<file path="src/sv/ipv4hc_pkg.sv">
// Shared types and constants for the IPv4 receive header checker.
// No dependencies; imported by every module of the block.
package ipv4hc_pkg;

  localparam int unsigned MinHdrBytes = 20;
  localparam logic [7:0]  ProtoTcp    = 8'd6;
  localparam logic [7:0]  ProtoIcmp   = 8'd1;
  localparam logic [3:0]  VersionV4   = 4'h4;
  localparam logic [15:0] FragMask    = 16'h3fff;
  localparam logic [15:0] CountMax    = 16'hffff;
  localparam logic [15:0] SumGood     = 16'hffff;

  // Header field positions within the datagram
  localparam logic [15:0] PosTotHi  = 16'd2;
  localparam logic [15:0] PosTotLo  = 16'd3;
  localparam logic [15:0] PosFragHi = 16'd6;
  localparam logic [15:0] PosFragLo = 16'd7;
  localparam logic [15:0] PosProto  = 16'd9;
  localparam logic [15:0] PosSrcLo  = 16'd12;
  localparam logic [15:0] PosSrcHi  = 16'd15;

  localparam logic ItemPayload = 1'b0;
  localparam logic ItemVerdict = 1'b1;
  localparam logic TargetTcp   = 1'b0;
  localparam logic TargetIcmp  = 1'b1;

  typedef enum logic [3:0] {
    StOk        = 4'd0,
    StShort     = 4'd1,
    StVersion   = 4'd2,
    StHdrLen    = 4'd3,
    StChecksum  = 4'd4,
    StTotLong   = 4'd5,
    StTotBelow  = 4'd6,
    StFragment  = 4'd7,
    StProtocol  = 4'd8
  } ipv4hc_status_e;

  // One queued work record: an optional payload byte and an optional verdict
  typedef struct packed {
    logic           has_pay;
    logic [7:0]     pay_byte;
    logic           pay_final;
    logic           has_verdict;
    ipv4hc_status_e status;
    logic           target;
    logic [31:0]    src_addr;
  } ipv4hc_op_t;

endpackage

</file>
<file path="src/sv/ipv4hc_front.sv">
// Front end: accepts datagram bytes, tracks header fields and checksum,
// classifies each byte into a work record. Depends on ipv4hc_pkg.
module ipv4hc_front (
  input  logic                   clk_i,
  input  logic                   rst_ni,
  input  logic                   in_valid_i,
  input  logic [7:0]             data_byte_i,
  input  logic                   end_of_packet_i,
  input  logic                   q_full_i,
  output logic                   push_o,
  output ipv4hc_pkg::ipv4hc_op_t op_o
);
  import ipv4hc_pkg::*;

  logic [15:0] cnt_q, cnt_d;
  logic [5:0]  hb_q, hb_d;
  logic        vbad_q, vbad_d;
  logic [15:0] sum_q, sum_d;
  logic [15:0] tl_q, tl_d;
  logic [15:0] frag_q, frag_d;
  logic [7:0]  proto_q, proto_d;
  logic [31:0] src_q, src_d;

  logic        accept;
  logic [15:0] pos;
  logic        vbad_eff;
  logic [5:0]  hb_eff;
  logic [15:0] hb_ext;
  logic        in_hdr;
  logic [15:0] word;
  logic [16:0] raw_sum;
  logic [15:0] sum_new, sum_eff;
  logic [15:0] tl_eff, frag_eff, src_hi_unused;
  logic [7:0]  proto_eff;
  logic [31:0] src_eff;
  logic        pay;
  logic        pay_final;
  logic [15:0] len;
  ipv4hc_status_e status;

  assign src_hi_unused = 16'd0;
  assign accept = in_valid_i && !q_full_i;
  assign pos    = cnt_q;

  always_comb begin
    vbad_eff = (pos == 16'd0) ? (data_byte_i[7:4] != VersionV4) : vbad_q;
    hb_eff   = (pos == 16'd0) ? {data_byte_i[3:0], 2'b00} : hb_q;
    hb_ext   = {10'd0, hb_eff};
    in_hdr   = pos < hb_ext;

    // even positions are high bytes of a header word
    word     = pos[0] ? {8'h00, data_byte_i} : {data_byte_i, 8'h00};
    raw_sum  = {1'b0, sum_q} + {1'b0, word};
    sum_new  = raw_sum[15:0] + {15'd0, raw_sum[16]};
    sum_eff  = in_hdr ? sum_new : sum_q;

    tl_eff    = (pos == PosTotHi || pos == PosTotLo) ? {tl_q[7:0], data_byte_i} : tl_q;
    frag_eff  = (pos == PosFragHi || pos == PosFragLo) ?
                {frag_q[7:0], data_byte_i} : frag_q;
    proto_eff = (pos == PosProto) ? data_byte_i : proto_q;
    src_eff   = (pos >= PosSrcLo && pos <= PosSrcHi) ? {src_q[23:0], data_byte_i} : src_q;

    pay = !vbad_eff && (hb_ext >= 16'(MinHdrBytes)) && (pos != CountMax) &&
          (pos >= hb_ext) && (pos < tl_eff);
    pay_final = (({1'b0, pos} + 17'd1) == {1'b0, tl_eff});

    len = (pos == CountMax) ? CountMax : pos + 16'd1;

    priority if (len < 16'(MinHdrBytes)) begin
      status = StShort;
    end else if (vbad_eff) begin
      status = StVersion;
    end else if (hb_ext < 16'(MinHdrBytes) || hb_ext > len) begin
      status = StHdrLen;
    end else if (sum_eff != SumGood) begin
      status = StChecksum;
    end else if (tl_eff > len) begin
      status = StTotLong;
    end else if (tl_eff < hb_ext) begin
      status = StTotBelow;
    end else if ((frag_eff & FragMask) != 16'd0) begin
      status = StFragment;
    end else if (proto_eff != ProtoTcp && proto_eff != ProtoIcmp) begin
      status = StProtocol;
    end else begin
      status = StOk;
    end
  end

  always_comb begin
    op_o.has_pay     = pay;
    op_o.pay_byte    = data_byte_i;
    op_o.pay_final   = pay_final;
    op_o.has_verdict = end_of_packet_i;
    op_o.status      = status;
    op_o.target      = (status == StOk && proto_eff == ProtoIcmp) ? TargetIcmp : TargetTcp;
    op_o.src_addr    = src_eff | {src_hi_unused, 16'd0};
  end

  assign push_o = accept && (pay || end_of_packet_i);

  always_comb begin
    cnt_d   = cnt_q;
    hb_d    = hb_q;
    vbad_d  = vbad_q;
    sum_d   = sum_q;
    tl_d    = tl_q;
    frag_d  = frag_q;
    proto_d = proto_q;
    src_d   = src_q;
    if (accept) begin
      if (end_of_packet_i) begin
        // datagram done: back to the reset state
        cnt_d   = '0;
        hb_d    = '0;
        vbad_d  = 1'b0;
        sum_d   = '0;
        tl_d    = '0;
        frag_d  = '0;
        proto_d = '0;
        src_d   = '0;
      end else begin
        cnt_d   = len;
        hb_d    = hb_eff;
        vbad_d  = vbad_eff;
        sum_d   = sum_eff;
        tl_d    = tl_eff;
        frag_d  = frag_eff;
        proto_d = proto_eff;
        src_d   = src_eff;
      end
    end
  end

  always_ff @(posedge clk_i or negedge rst_ni) begin
    if (!rst_ni) begin
      cnt_q   <= '0;
      hb_q    <= '0;
      vbad_q  <= 1'b0;
      sum_q   <= '0;
      tl_q    <= '0;
      frag_q  <= '0;
      proto_q <= '0;
      src_q   <= '0;
    end else begin
      cnt_q   <= cnt_d;
      hb_q    <= hb_d;
      vbad_q  <= vbad_d;
      sum_q   <= sum_d;
      tl_q    <= tl_d;
      frag_q  <= frag_d;
      proto_q <= proto_d;
      src_q   <= src_d;
    end
  end

endmodule

</file>
<file path="src/sv/ipv4hc_queue.sv">
// Small FIFO of work records between front and back end.
// Depends on ipv4hc_pkg for the record type.
module ipv4hc_queue #(
  parameter int unsigned Depth = 4
) (
  input  logic                   clk_i,
  input  logic                   rst_ni,
  input  logic                   push_i,
  input  ipv4hc_pkg::ipv4hc_op_t push_op_i,
  output logic                   full_o,
  input  logic                   pop_i,
  output logic                   not_empty_o,
  output ipv4hc_pkg::ipv4hc_op_t head_op_o
);
  import ipv4hc_pkg::*;

  localparam int unsigned PtrW = (Depth > 1) ? $clog2(Depth) : 1;
  localparam int unsigned CntW = $clog2(Depth + 1);

  ipv4hc_op_t mem_q [Depth];
  logic [PtrW-1:0] wr_ptr_q, wr_ptr_d;
  logic [PtrW-1:0] rd_ptr_q, rd_ptr_d;
  logic [CntW-1:0] count_q, count_d;
  logic            do_push, do_pop;

  assign full_o      = (count_q == CntW'(Depth));
  assign not_empty_o = (count_q != '0);
  assign head_op_o   = mem_q[rd_ptr_q];
  assign do_push     = push_i && !full_o;
  assign do_pop      = pop_i && not_empty_o;

  always_comb begin
    wr_ptr_d = wr_ptr_q;
    rd_ptr_d = rd_ptr_q;
    count_d  = count_q;
    if (do_push) begin
      wr_ptr_d = (wr_ptr_q == PtrW'(Depth - 1)) ? '0 : wr_ptr_q + PtrW'(1);
    end
    if (do_pop) begin
      rd_ptr_d = (rd_ptr_q == PtrW'(Depth - 1)) ? '0 : rd_ptr_q + PtrW'(1);
    end
    if (do_push && !do_pop) begin
      count_d = count_q + CntW'(1);
    end else if (do_pop && !do_push) begin
      count_d = count_q - CntW'(1);
    end
  end

  always_ff @(posedge clk_i or negedge rst_ni) begin
    if (!rst_ni) begin
      wr_ptr_q <= '0;
      rd_ptr_q <= '0;
      count_q  <= '0;
    end else begin
      wr_ptr_q <= wr_ptr_d;
      rd_ptr_q <= rd_ptr_d;
      count_q  <= count_d;
    end
  end

  always_ff @(posedge clk_i) begin
    if (do_push) begin
      mem_q[wr_ptr_q] <= push_op_i;
    end
  end

endmodule

</file>
<file path="src/sv/ipv4hc_back.sv">
// Back end: expands each work record into one or two result items and
// holds them in the output register. Depends on ipv4hc_pkg.
module ipv4hc_back (
  input  logic                   clk_i,
  input  logic                   rst_ni,
  input  logic                   head_valid_i,
  input  ipv4hc_pkg::ipv4hc_op_t head_op_i,
  output logic                   pop_o,
  output logic                   out_valid_o,
  input  logic                   out_stall_i,
  output logic                   item_kind_o,
  output logic [7:0]             payload_byte_o,
  output logic                   payload_final_o,
  output logic [3:0]             status_o,
  output logic                   target_o,
  output logic [31:0]            source_address_o
);
  import ipv4hc_pkg::*;

  logic        valid_q, valid_d;
  logic        phase_q, phase_d;   // payload half of this record already sent
  logic        kind_q, kind_d;
  logic [7:0]  byte_q, byte_d;
  logic        final_q, final_d;
  logic [3:0]  status_q, status_d;
  logic        target_q, target_d;
  logic [31:0] src_q, src_d;
  logic        load;

  assign load = !valid_q || !out_stall_i;

  always_comb begin
    valid_d  = valid_q;
    phase_d  = phase_q;
    kind_d   = kind_q;
    byte_d   = byte_q;
    final_d  = final_q;
    status_d = status_q;
    target_d = target_q;
    src_d    = src_q;
    pop_o    = 1'b0;
    if (load) begin
      valid_d = head_valid_i;
      if (head_valid_i) begin
        if (head_op_i.has_pay && !phase_q) begin
          kind_d   = ItemPayload;
          byte_d   = head_op_i.pay_byte;
          final_d  = head_op_i.pay_final;
          status_d = StOk;
          target_d = TargetTcp;
          src_d    = '0;
          if (head_op_i.has_verdict) begin
            phase_d = 1'b1;
          end else begin
            pop_o = 1'b1;
          end
        end else begin
          kind_d   = ItemVerdict;
          byte_d   = '0;
          final_d  = 1'b0;
          status_d = head_op_i.status;
          target_d = head_op_i.target;
          src_d    = head_op_i.src_addr;
          phase_d  = 1'b0;
          pop_o    = 1'b1;
        end
      end
    end
  end

  always_ff @(posedge clk_i or negedge rst_ni) begin
    if (!rst_ni) begin
      valid_q <= 1'b0;
      phase_q <= 1'b0;
    end else begin
      valid_q <= valid_d;
      phase_q <= phase_d;
    end
  end

  always_ff @(posedge clk_i) begin
    kind_q   <= kind_d;
    byte_q   <= byte_d;
    final_q  <= final_d;
    status_q <= status_d;
    target_q <= target_d;
    src_q    <= src_d;
  end

  assign out_valid_o      = valid_q;
  assign item_kind_o      = kind_q;
  assign payload_byte_o   = byte_q;
  assign payload_final_o  = final_q;
  assign status_o         = status_q;
  assign target_o         = target_q;
  assign source_address_o = src_q;

endmodule

</file>
<file path="src/sv/ipv4_receive_header_checker_unit.sv">
// Top level of the IPv4 receive header checker.
// Depends on ipv4hc_pkg, ipv4hc_front, ipv4hc_queue and ipv4hc_back.
//
// The block takes a received IPv4 datagram one byte per transfer, with
// end_of_packet_i high on the last byte of the buffer. It forwards every
// byte whose position lies between the header length and the total length
// as a payload item (item_kind_o = 0, payload_final_o on the last byte
// within total length), version and header length permitting. On the last
// byte it then sends one verdict item (item_kind_o = 1) with the first
// failing check (short, version, header length, checksum, total length too
// long, total length below header length, fragment, protocol), the target
// (TCP or ICMP, meaningful on status OK) and the source address, and
// returns to its reset state for the next datagram. The byte count
// saturates at 65535; nothing past that is forwarded.
// Rate: one byte per cycle while the queue is not full. Each byte is
// classified in the front end in its accept cycle and queued; the back
// end writes one result per cycle into the output register unless the
// output stalls. A byte that yields both a payload item and the verdict
// becomes two result items; the queue absorbs that and output stalls, so
// input stalls only when the QueueDepth-entry queue is full. An accepted
// byte is queued first and then loaded into the output register.
module ipv4_receive_header_checker_unit #(
  parameter int unsigned QueueDepth = 4
) (
  input  logic        clk_i,
  input  logic        rst_ni,
  // byte input channel
  input  logic        in_valid_i,
  output logic        in_stall_o,
  input  logic [7:0]  data_byte_i,
  input  logic        end_of_packet_i,
  // result output channel
  output logic        out_valid_o,
  input  logic        out_stall_i,
  output logic        item_kind_o,
  output logic [7:0]  payload_byte_o,
  output logic        payload_final_o,
  output logic [3:0]  status_o,
  output logic        target_o,
  output logic [31:0] source_address_o
);
  import ipv4hc_pkg::*;

  ipv4hc_op_t push_op, head_op;
  logic       push, q_full, pop, head_valid;

  // stall only on a full queue, never on input valid
  assign in_stall_o = q_full;

  ipv4hc_front u_front (
    .clk_i           (clk_i),
    .rst_ni          (rst_ni),
    .in_valid_i      (in_valid_i),
    .data_byte_i     (data_byte_i),
    .end_of_packet_i (end_of_packet_i),
    .q_full_i        (q_full),
    .push_o          (push),
    .op_o            (push_op)
  );

  ipv4hc_queue #(
    .Depth (QueueDepth)
  ) u_queue (
    .clk_i       (clk_i),
    .rst_ni      (rst_ni),
    .push_i      (push),
    .push_op_i   (push_op),
    .full_o      (q_full),
    .pop_i       (pop),
    .not_empty_o (head_valid),
    .head_op_o   (head_op)
  );

  ipv4hc_back u_back (
    .clk_i            (clk_i),
    .rst_ni           (rst_ni),
    .head_valid_i     (head_valid),
    .head_op_i        (head_op),
    .pop_o            (pop),
    .out_valid_o      (out_valid_o),
    .out_stall_i      (out_stall_i),
    .item_kind_o      (item_kind_o),
    .payload_byte_o   (payload_byte_o),
    .payload_final_o  (payload_final_o),
    .status_o         (status_o),
    .target_o         (target_o),
    .source_address_o (source_address_o)
  );

endmodule

</file>
<file path="config.mk">
export PLATFORM = sky130hd
export DESIGN_NAME = ipv4_receive_header_checker_unit
export DESIGN_NICKNAME = d
export VERILOG_FILES = /design/src/sv/ipv4hc_pkg.sv /design/src/sv/ipv4hc_front.sv /design/src/sv/ipv4hc_queue.sv /design/src/sv/ipv4hc_back.sv /design/src/sv/ipv4_receive_header_checker_unit.sv
export SDC_FILE = /design/constraint.sdc
export NUM_CORES = 1
export LEC_CHECK = 0
export BUFFER_PORTS_ARGS = -buffer_cell sky130_fd_sc_hd__buf_2
export CORE_AREA = 5 5 221 158
export DETAILED_ROUTE_END_ITERATION = 7
export DIE_AREA = 0 0 226 163
export PLACE_DENSITY = 0.85
export SYNTH_ARGS = -nofsm -noshare
export SYNTH_HDL_FRONTEND = slang
export SYNTH_SLANG_ARGS = --single-unit
export TNS_END_PERCENT = 5
</file>
<file path="constraint.sdc">
create_clock -name clk_i -period 6.1 [get_ports clk_i]
set_input_delay 0.61 -clock clk_i [delete_from_list [all_inputs] [get_ports clk_i]]
set_output_delay 0.61 -clock clk_i [all_outputs]
set_load 0.02 [all_outputs]
</file>
==> results.py, run 1 <==
metrics = {
    "outcome": {
        "outcome": "completed",
    },
    "worst_setup_path": {
        "critPathKind": "flip-flop to flip-flop",
        "crit_chain": "nor3_1 -> and4_1 -> nand3b_1 -> buf_4 -> mux2i_1 -> ha_1 -> o21a_1 -> o21a_1 -> o21a_1 -> o21a_1 -> o21ai_0 -> a2111oi_0 -> nor4b_1 -> buf_4 -> o21a_1 -> ha_1 -> inv_1 -> fa_1 -> xor2_1 -> nor2_1 -> xor2_1",
        "critPathMaxStageDelay_ps": 490,
        "cp_num_buf_inv": 3,
        "slowest_stage": "nor3_1",
        "crit_end": "u_queue.count_q[2]",
        "cp.depth": 21,
        "cpMostUsedCell": "o21a_1",
        "worst_setup_path_start_kind": "flip-flop",
        "crit_required_ps": 6590,
        "crit_family": "simple AND/OR/NAND/NOR gates",
        "cp.arrival_ps": 6260,
        "critPathLaunch": "u_front.cnt_q[10]",
        "r2r_cells": 21,
        "worst-r2r-setup-slack_ps": 320,
        "r2r-start": "u_front.cnt_q[10]",
        "cp_max_fo": 14,
        "timing.rr.end": "u_queue.count_q[2]",
        "crit_path_end_kind": "flip-flop",
    },
    "timing": {
        "worstMarginPinSlew_ps": 1050,
        "grt_setup_unrepaired": "false",
        "skew_ps": 17.5,
        "setup_viol": 0,
        "slew_viol_final": 0,
        "setup_tns_ps": 0,
        "fmax_mhz": 173,
        "min_period_ps": 5780,
        "finalHoldViolCount": 0,
        "period_share_pct": 94.7,
        "relSlewSlack_pct": 30.1,
    },
    "clock_network": {
        "numCtsBuffers": 31,
        "cts_sinks": 357,
        "cts-root-buf": "clkbuf_16",
        "htreeDepth": 1,
        "path_clk_slew_ps": 70,
        "ctsHoldBuffers": 0,
        "cts_tree": "built",
        "worstSkewPairLatency_ps": 570,
        "clk_path_buf_depth": 3,
    },
    "global_route": {
        "grt_busiest_layer": "met1",
        "grtUsageMet2_pct": 34.4,
        "use_met1_pct": 37.1,
        "grt-ovfl-total": 0,
        "grt_max_degree": 79,
        "grt_pass1_vias": 11900,
        "grt_use_total_pct": 23.6,
        "antenna_found_initial": 1,
        "grt_first_pass_wirelength_um": 68000,
        "gr-usage-met3_pct": 5.15,
    },
    "floorplan": {
        "num_rows": 56,
        "dieWidth_um": 226,
        "core_area_mm2": 0.0329,
        "initial_core_util_pct": 53.7,
        "io_pins": 62,
        "die-area_mm2": 0.0368,
        "die_h_um": 163,
    },
    "pwr": {
        "peakVddDrop_mv": 0.440,
        "finalPower_mw": 9.07,
        "power_density_mw_per_mm2": 463,
        "p_leak_nw": 7.88,
    },
    "layout": {
        "final_util_pct": 59.6,
        "area_growth_syn_to_layout_pct": 11.0,
        "n_fill_cell": 2444,
        "mostFrequentLayoutCells": "239 x edfxtp_1, 116 x dfrtp_1, 96 x nand2_1",
        "multi_input_area_mm2": 0.00711,
        "regArea_mm2": 0.0101,
        "final_common_cell": "edfxtp_1",
        "stdcell_count": 1879,
        "nets": 1512,
        "drive_above_1_share_pct": 17.9,
        "antenna_cells": 0,
    },
    "yosys": {
        "ys.flop_type": "edfxtp_1",
        "synth_seq_cells": 357,
        "synth_area_mm2": 0.0176,
        "synth.net_count": 1451,
        "syn-instance-count": 1359,
        "ys_types": 73,
        "ys.warnings.count": 0,
        "synth_top_cell_area_share_pct": 40.7,
        "async_flop_share_pct": 33.1,
        "synth_edf_count": 239,
        "ys_seq_area_share_pct": 57.4,
        "synth_area_leaders": "edfxtp_1 41%, dfrtp_1 17%, mux4_2 6.1%",
        "synth_area_per_cell_um2": 13.0,
        "synth_top_area_cell": "edfxtp_1",
    },
    "detailed_routing": {
        "routed_wl_um": 43500,
        "drtIter0Drc": 1437,
        "wl_per_cell_um": 23.2,
        "num_vias": 12000,
        "firstDrtPassIters": 6,
        "ant_nets": 0,
        "vias_per_cell": 6.37,
        "drc": 0,
    },
    "placement": {
        "place.gp.congestion": 0.969,
        "place_inst": 1822,
        "io_buffers": 61,
        "dp_hpwl_um": 28300,
    },
    "flow_run": {
        "drv_cap": 0,
    },
    "min_path": {
        "min-delay-path-class": "input port to async pin",
    },
}
==> power breakdown <==
| part | switching [mW] | leakage, nW | internal [mW] | total (mW) |
|---|---|---|---|---|
| registers | 0.253 | 3.85 | 3.14 | 3.39 |
| logic | 2.32 | 3.56 | 1.45 | 3.77 |
| clock network | 0.877 | 0.474 | 1.03 | 1.91 |
| total | 3.45 | 7.88 | 5.62 | 9.07 |
==> cell type report <==
| cell class | count | share of cell area [%] |
|---|---|---|
| repair buffers | 98 | 3.25 |
| clock inverters | 15 | 0.620 |
| clock buffers | 42 | 4.38 |
| inverters | 47 | 0.901 |
| flip-flops and latches | 357 | 51.8 |
| well taps | 435 | 2.78 |
| multi-input cells | 885 | 36.3 |
==> cell families (layout without fill, tap and decap cells) <==
| family | Yosys count | after routing | synth area share (%) |
|---|---|---|---|
| buffers and inverters | 117 | 202 | 2.53 |
| adders and majority gates | 79 | 79 | 5.69 |
| DFF | 357 | 357 | 57.4 |
| xor gates and xnor gates | 52 | 52 | 2.62 |
| and+or+nand+nor | 378 | 378 | 11.4 |
| muxes | 106 | 106 | 9.68 |
| AOI/OAI and AO/OA | 270 | 270 | 10.6 |
==> state kept, by name, indices dropped and copies added (netlist names) <==
signal / flops
u_back.payload_byte_o: 8
u_back.item_kind_o: 1
u_queue.rd_ptr_q: 2
u_back.payload_final_o: 1
u_front.proto_q: 8
u_front.cnt_q: 16
u_back.status_o: 4
u_front.vbad_q: 1
u_queue.count_q: 3
u_back.target_o: 1
u_back.out_valid_o: 1
u_front.frag_q: 14
u_queue.mem_q: 192
u_back.source_address_o: 32
u_front.src_q: 32
u_back.phase_q: 1
u_front.sum_q: 16
u_queue.wr_ptr_q: 2
u_front.hb_q: 6
u_front.tl_q: 16
==> per-layer routing <==
metal	share of wire, %	vias to the layer above	wire (µm)
met1	45	5930	19400
met2	43	685	18600
li1	-	5278	-
met3	11	79	4660
met4	1.9	2	836
met5	0.016	-	7
==> worst min path at each step <==
stage	end	start	slack, ps	cells after the start
floorplan	u_back.out_valid_o	rst_ni	310	0
global placement	u_front.hb_q[0]	u_front.hb_q[0]	470	1
detailed placement	u_front.hb_q[0]	u_front.hb_q[0]	470	1
CTS	u_front.tl_q[14]	rst_ni	50	1
global route	u_queue.wr_ptr_q[1]	rst_ni	80	1
finish	u_queue.wr_ptr_q[1]	rst_ni	40	1
==> per-stage QoR <==
step	hold WS, ps	setup slack (ps)	area [µm²]
floorplan	314	304	17600
global placement	472	283	18600
detailed placement	471	123	18600
CTS	54.3	379	19600
global route	80.3	24.3	19600
finish	41.6	324	19600
==> cell usage after synthesis (3+ instances only) <==
library cell and number:
edfxtp_1 239, a21oi_1 36, nand2_1 96, a2111oi_0 4, buf_1 11, nor4_1 18, nor3b_1 6, o21ai_0 77
ha_1 77, xor2_1 18, o21a_1 13, o211ai_1 3, and4_1 7, and2_1 34, xnor2_1 33, a22o_1 47
or3_1 6, mux2i_1 21, inv_1 47, nor2b_1 53, a31oi_1 6, clkbuf_1 55, a22oi_1 14, nand3b_1 3
a221oi_1 3, o21ai_1 6, nor2_1 52, mux4_2 48, nand4_1 18, a211o_1 4, and3_1 6, mux2_2 37
or4_1 7, buf_2 3, nand3_1 30, nor3_1 18, a21o_1 18, a211oi_1 3, o31ai_1 7, nand2b_1 11
dfrtp_1 118, o22ai_1 5
==> worst reg2reg max path, delay by kind of cell, from the launching register on <==
family	cells	cell delay, ps
AOI/OAI and AO/OA	7	1150
xor gates and xnor gates	2	330
DFF	1	450
adders and majority gates	3	950
buffers and inverters	3	570
and+or+nand+nor	5	1840
muxes	1	390
==> what timing repair did <==
item | in CTS | in global routing
endpoints found under the setup margin | 0 | 5
gates resized for setup | 0 | 2
setup buffers | 0 | 0
(Power assumes the default switching activity.)
==> inputs of run 2 (changes only) <==
--- a/config.mk
+++ b/config.mk
@@ -7,8 +7,10 @@
 export LEC_CHECK = 0
 export BUFFER_PORTS_ARGS = -buffer_cell sky130_fd_sc_hd__buf_2
 export CORE_AREA = 5 5 221 158
+export CTS_BUF_LIST = sky130_fd_sc_hd__clkbuf_4 sky130_fd_sc_hd__clkbuf_8 sky130_fd_sc_hd__clkbuf_16
 export DETAILED_ROUTE_END_ITERATION = 7
 export DIE_AREA = 0 0 226 163
+export GPL_TIMING_DRIVEN = 0
 export PLACE_DENSITY = 0.85
 export SYNTH_ARGS = -nofsm -noshare
 export SYNTH_HDL_FRONTEND = slang
==> run 2 against run 1 <==
Compared with the run above:
- total power is 1.9% higher
- utilization is 0.88 points higher
- register-to-register slack lost 130 ps
- critical endpoint is now u_queue.mem_q[1][36]
- wire length grew 5.5%
- non-clock buffer count increased by 48
- worst setup slack lost 140 ps
==> results.py, run 2 (synthesis gave the netlist of run 1 again) <==
metrics = {
    "placement": {
        "post-place-ws_ps": -1000,
        "place_inst": 1861,
        "placed_area_mm2": 0.0186,
        "dp_hpwl_um": 31200,
        "io_buffers": 61,
        "place.gp.congestion": 0.933,
    },
    "timing": {
        "fin_ws_ps": 184,
        "slew_viol_final": 0,
        "setup_viol": 0,
        "worstMarginPinSlew_ps": 1240,
        "skew_ps": 25.4,
        "fin_hold_ws_ps": 266,
        "finalHoldViolCount": 0,
        "fmax_mhz": 169,
        "min_period_ps": 5920,
        "relSlewSlack_pct": 16.6,
        "period_share_pct": 97.0,
    },
    "detailed_routing": {
        "ant_nets": 0,
        "num_vias": 12500,
        "vias_per_cell": 6.47,
        "routed_wl_um": 45900,
        "wl_per_cell_um": 23.8,
        "drc": 0,
        "drtIter0Drc": 1645,
        "firstDrtPassIters": 6,
    },
    "layout": {
        "regArea_mm2": 0.0101,
        "final_common_cell": "edfxtp_1",
        "largest_reg_flops": 192,
        "area_growth_syn_to_layout_pct": 12.6,
        "stdcell_count": 1928,
        "drive_above_1_share_pct": 17.5,
        "nets": 1560,
        "multi_input_area_mm2": 0.00721,
        "stdcell_area_mm2": 0.0199,
        "largest-register": "u_queue.mem_q",
        "mostFrequentLayoutCells": "239 x edfxtp_1, 118 x dfrtp_1, 96 x nand2_1",
        "antenna_cells": 0,
        "n_fill_cell": 2405,
    },
    "min_path": {
        "min-delay-path-class": "input port to flip-flop",
    },
    "pwr": {
        "power_density_mw_per_mm2": 465,
        "finalPower_mw": 9.24,
        "peakVddDrop_mv": 0.313,
        "p_leak_nw": 7.94,
    },
    "floorplan": {
        "die_h_um": 163,
        "die-area_mm2": 0.0368,
        "num_rows": 56,
        "initial_core_util_pct": 53.7,
        "dieWidth_um": 226,
        "io_pins": 62,
        "core_area_mm2": 0.0329,
    },
    "worst_setup_path": {
        "crit_path_end_kind": "flip-flop",
        "cp.arrival_ps": 6360,
        "critPathKind": "input port to flip-flop",
        "worst_setup_path_start_kind": "input port",
        "crit_required_ps": 6540,
        "cp_max_fo": 10,
    },
    "outcome": {
        "outcome": "completed",
    },
    "clock_network": {
        "path_clk_slew_ps": 70,
        "numCtsBuffers": 31,
        "cts_tree": "built",
        "worstSkewPairLatency_ps": 590,
        "clk_path_buf_depth": 3,
        "cts-root-buf": "clkbuf_16",
        "cts_sinks": 357,
        "htreeDepth": 1,
    },
    "global_route": {
        "grt-ovfl-total": 0,
        "grt_max_degree": 79,
        "antenna_found_initial": 0,
        "grt_first_pass_wirelength_um": 70800,
        "grt_pass1_vias": 12300,
        "grt_use_total_pct": 24.6,
    },
    "flow_run": {
        "drv_cap": 0,
    },
}
[run 2: cell types whose count changed in the layout (fill, tap and decap cells not counted), sizes merged]
cell and change:
buf -3, clkbuf +43, dlygate4sd3 +1, clkinvlp -2
inv +10
[run 2: cell type report]
cell class	count	share of cell area, %
buffer	68	1.39
clock buffer	35	4.14
clock inverter	23	0.913
inverter	47	0.888
multi-input combinational	885	36.3
sequential	357	51.0
tap	435	2.74
timing repair buffer	78	2.64
[run 2: metrics by stage]
step | TNS, ps | utilization (%)
after floorplan | 0 | -
after global placement | -314690 | 56.3
after CTS | 0 | 60.1
after detailed placement | -100180 | 56.7
after global routing | -1510 | 60.5
final | 0 | 60.5
[run 2: what timing repair did]
action / CTS / global route
gates resized for setup: 17 / 16
setup endpoints to repair: 214 / 173
pin swaps: 1 / 7
buffers inserted: 2 / 8
hold endpoints to repair: 40 / 0
hold buffers: 1 / 0
[run 2: power by group]
| group | switching [mW] | internal [mW] |
|---|---|---|
| sequential | 0.246 | 3.13 |
| combinational | 2.40 | 1.48 |
| clock | 0.947 | 1.04 |
| total | 3.59 | 5.65 |
[run 2: per-layer routing]
metal	vias up	wire (µm)	part of all wire (%)	track usage, %
met5	-	0	0	0
met4	0	1290	2.8	6.65
met3	95	5350	12	6.05
met2	800	19800	43	35.9
met1	6214	19500	42	37.2
li1	5369	-	-	-
[run 2: critical path, cell delays in order]
cell	delay (ps)
buf_2	120
clkbuf_1	640
nor2b_1	240
ha_1	140
clkbuf_1	310
and2_1	300
nand2_1	150
a211o_1	280
a311oi_2	310
a21o_1	180
a21o_1	150
ha_1	180
nor3b_2	220
nand3_1	160
or4_1	510
a2111oi_1	590
o21ai_0	230
a221oi_1	370
o2111ai_2	240
nor3_2	230
buf_4	160
[run 2: path summary, 6_finish.rpt]
check	from	end	slack (ps)	cells after the start
worst min register to register	u_front.hb_q[1]	u_front.hb_q[1]	490	1
min in group asynchronous	rst_ni	u_queue.wr_ptr_q[0]	510	2
max in group asynchronous	rst_ni	u_front.sum_q[14]	4840	3
worst max-delay path	data_byte_i[1]	u_queue.mem_q[1][36]	180	21
worst min-delay path	out_stall_i	u_back.out_valid_o	270	3
worst max register to register	u_front.cnt_q[0]	u_queue.mem_q[1][36]	190	22
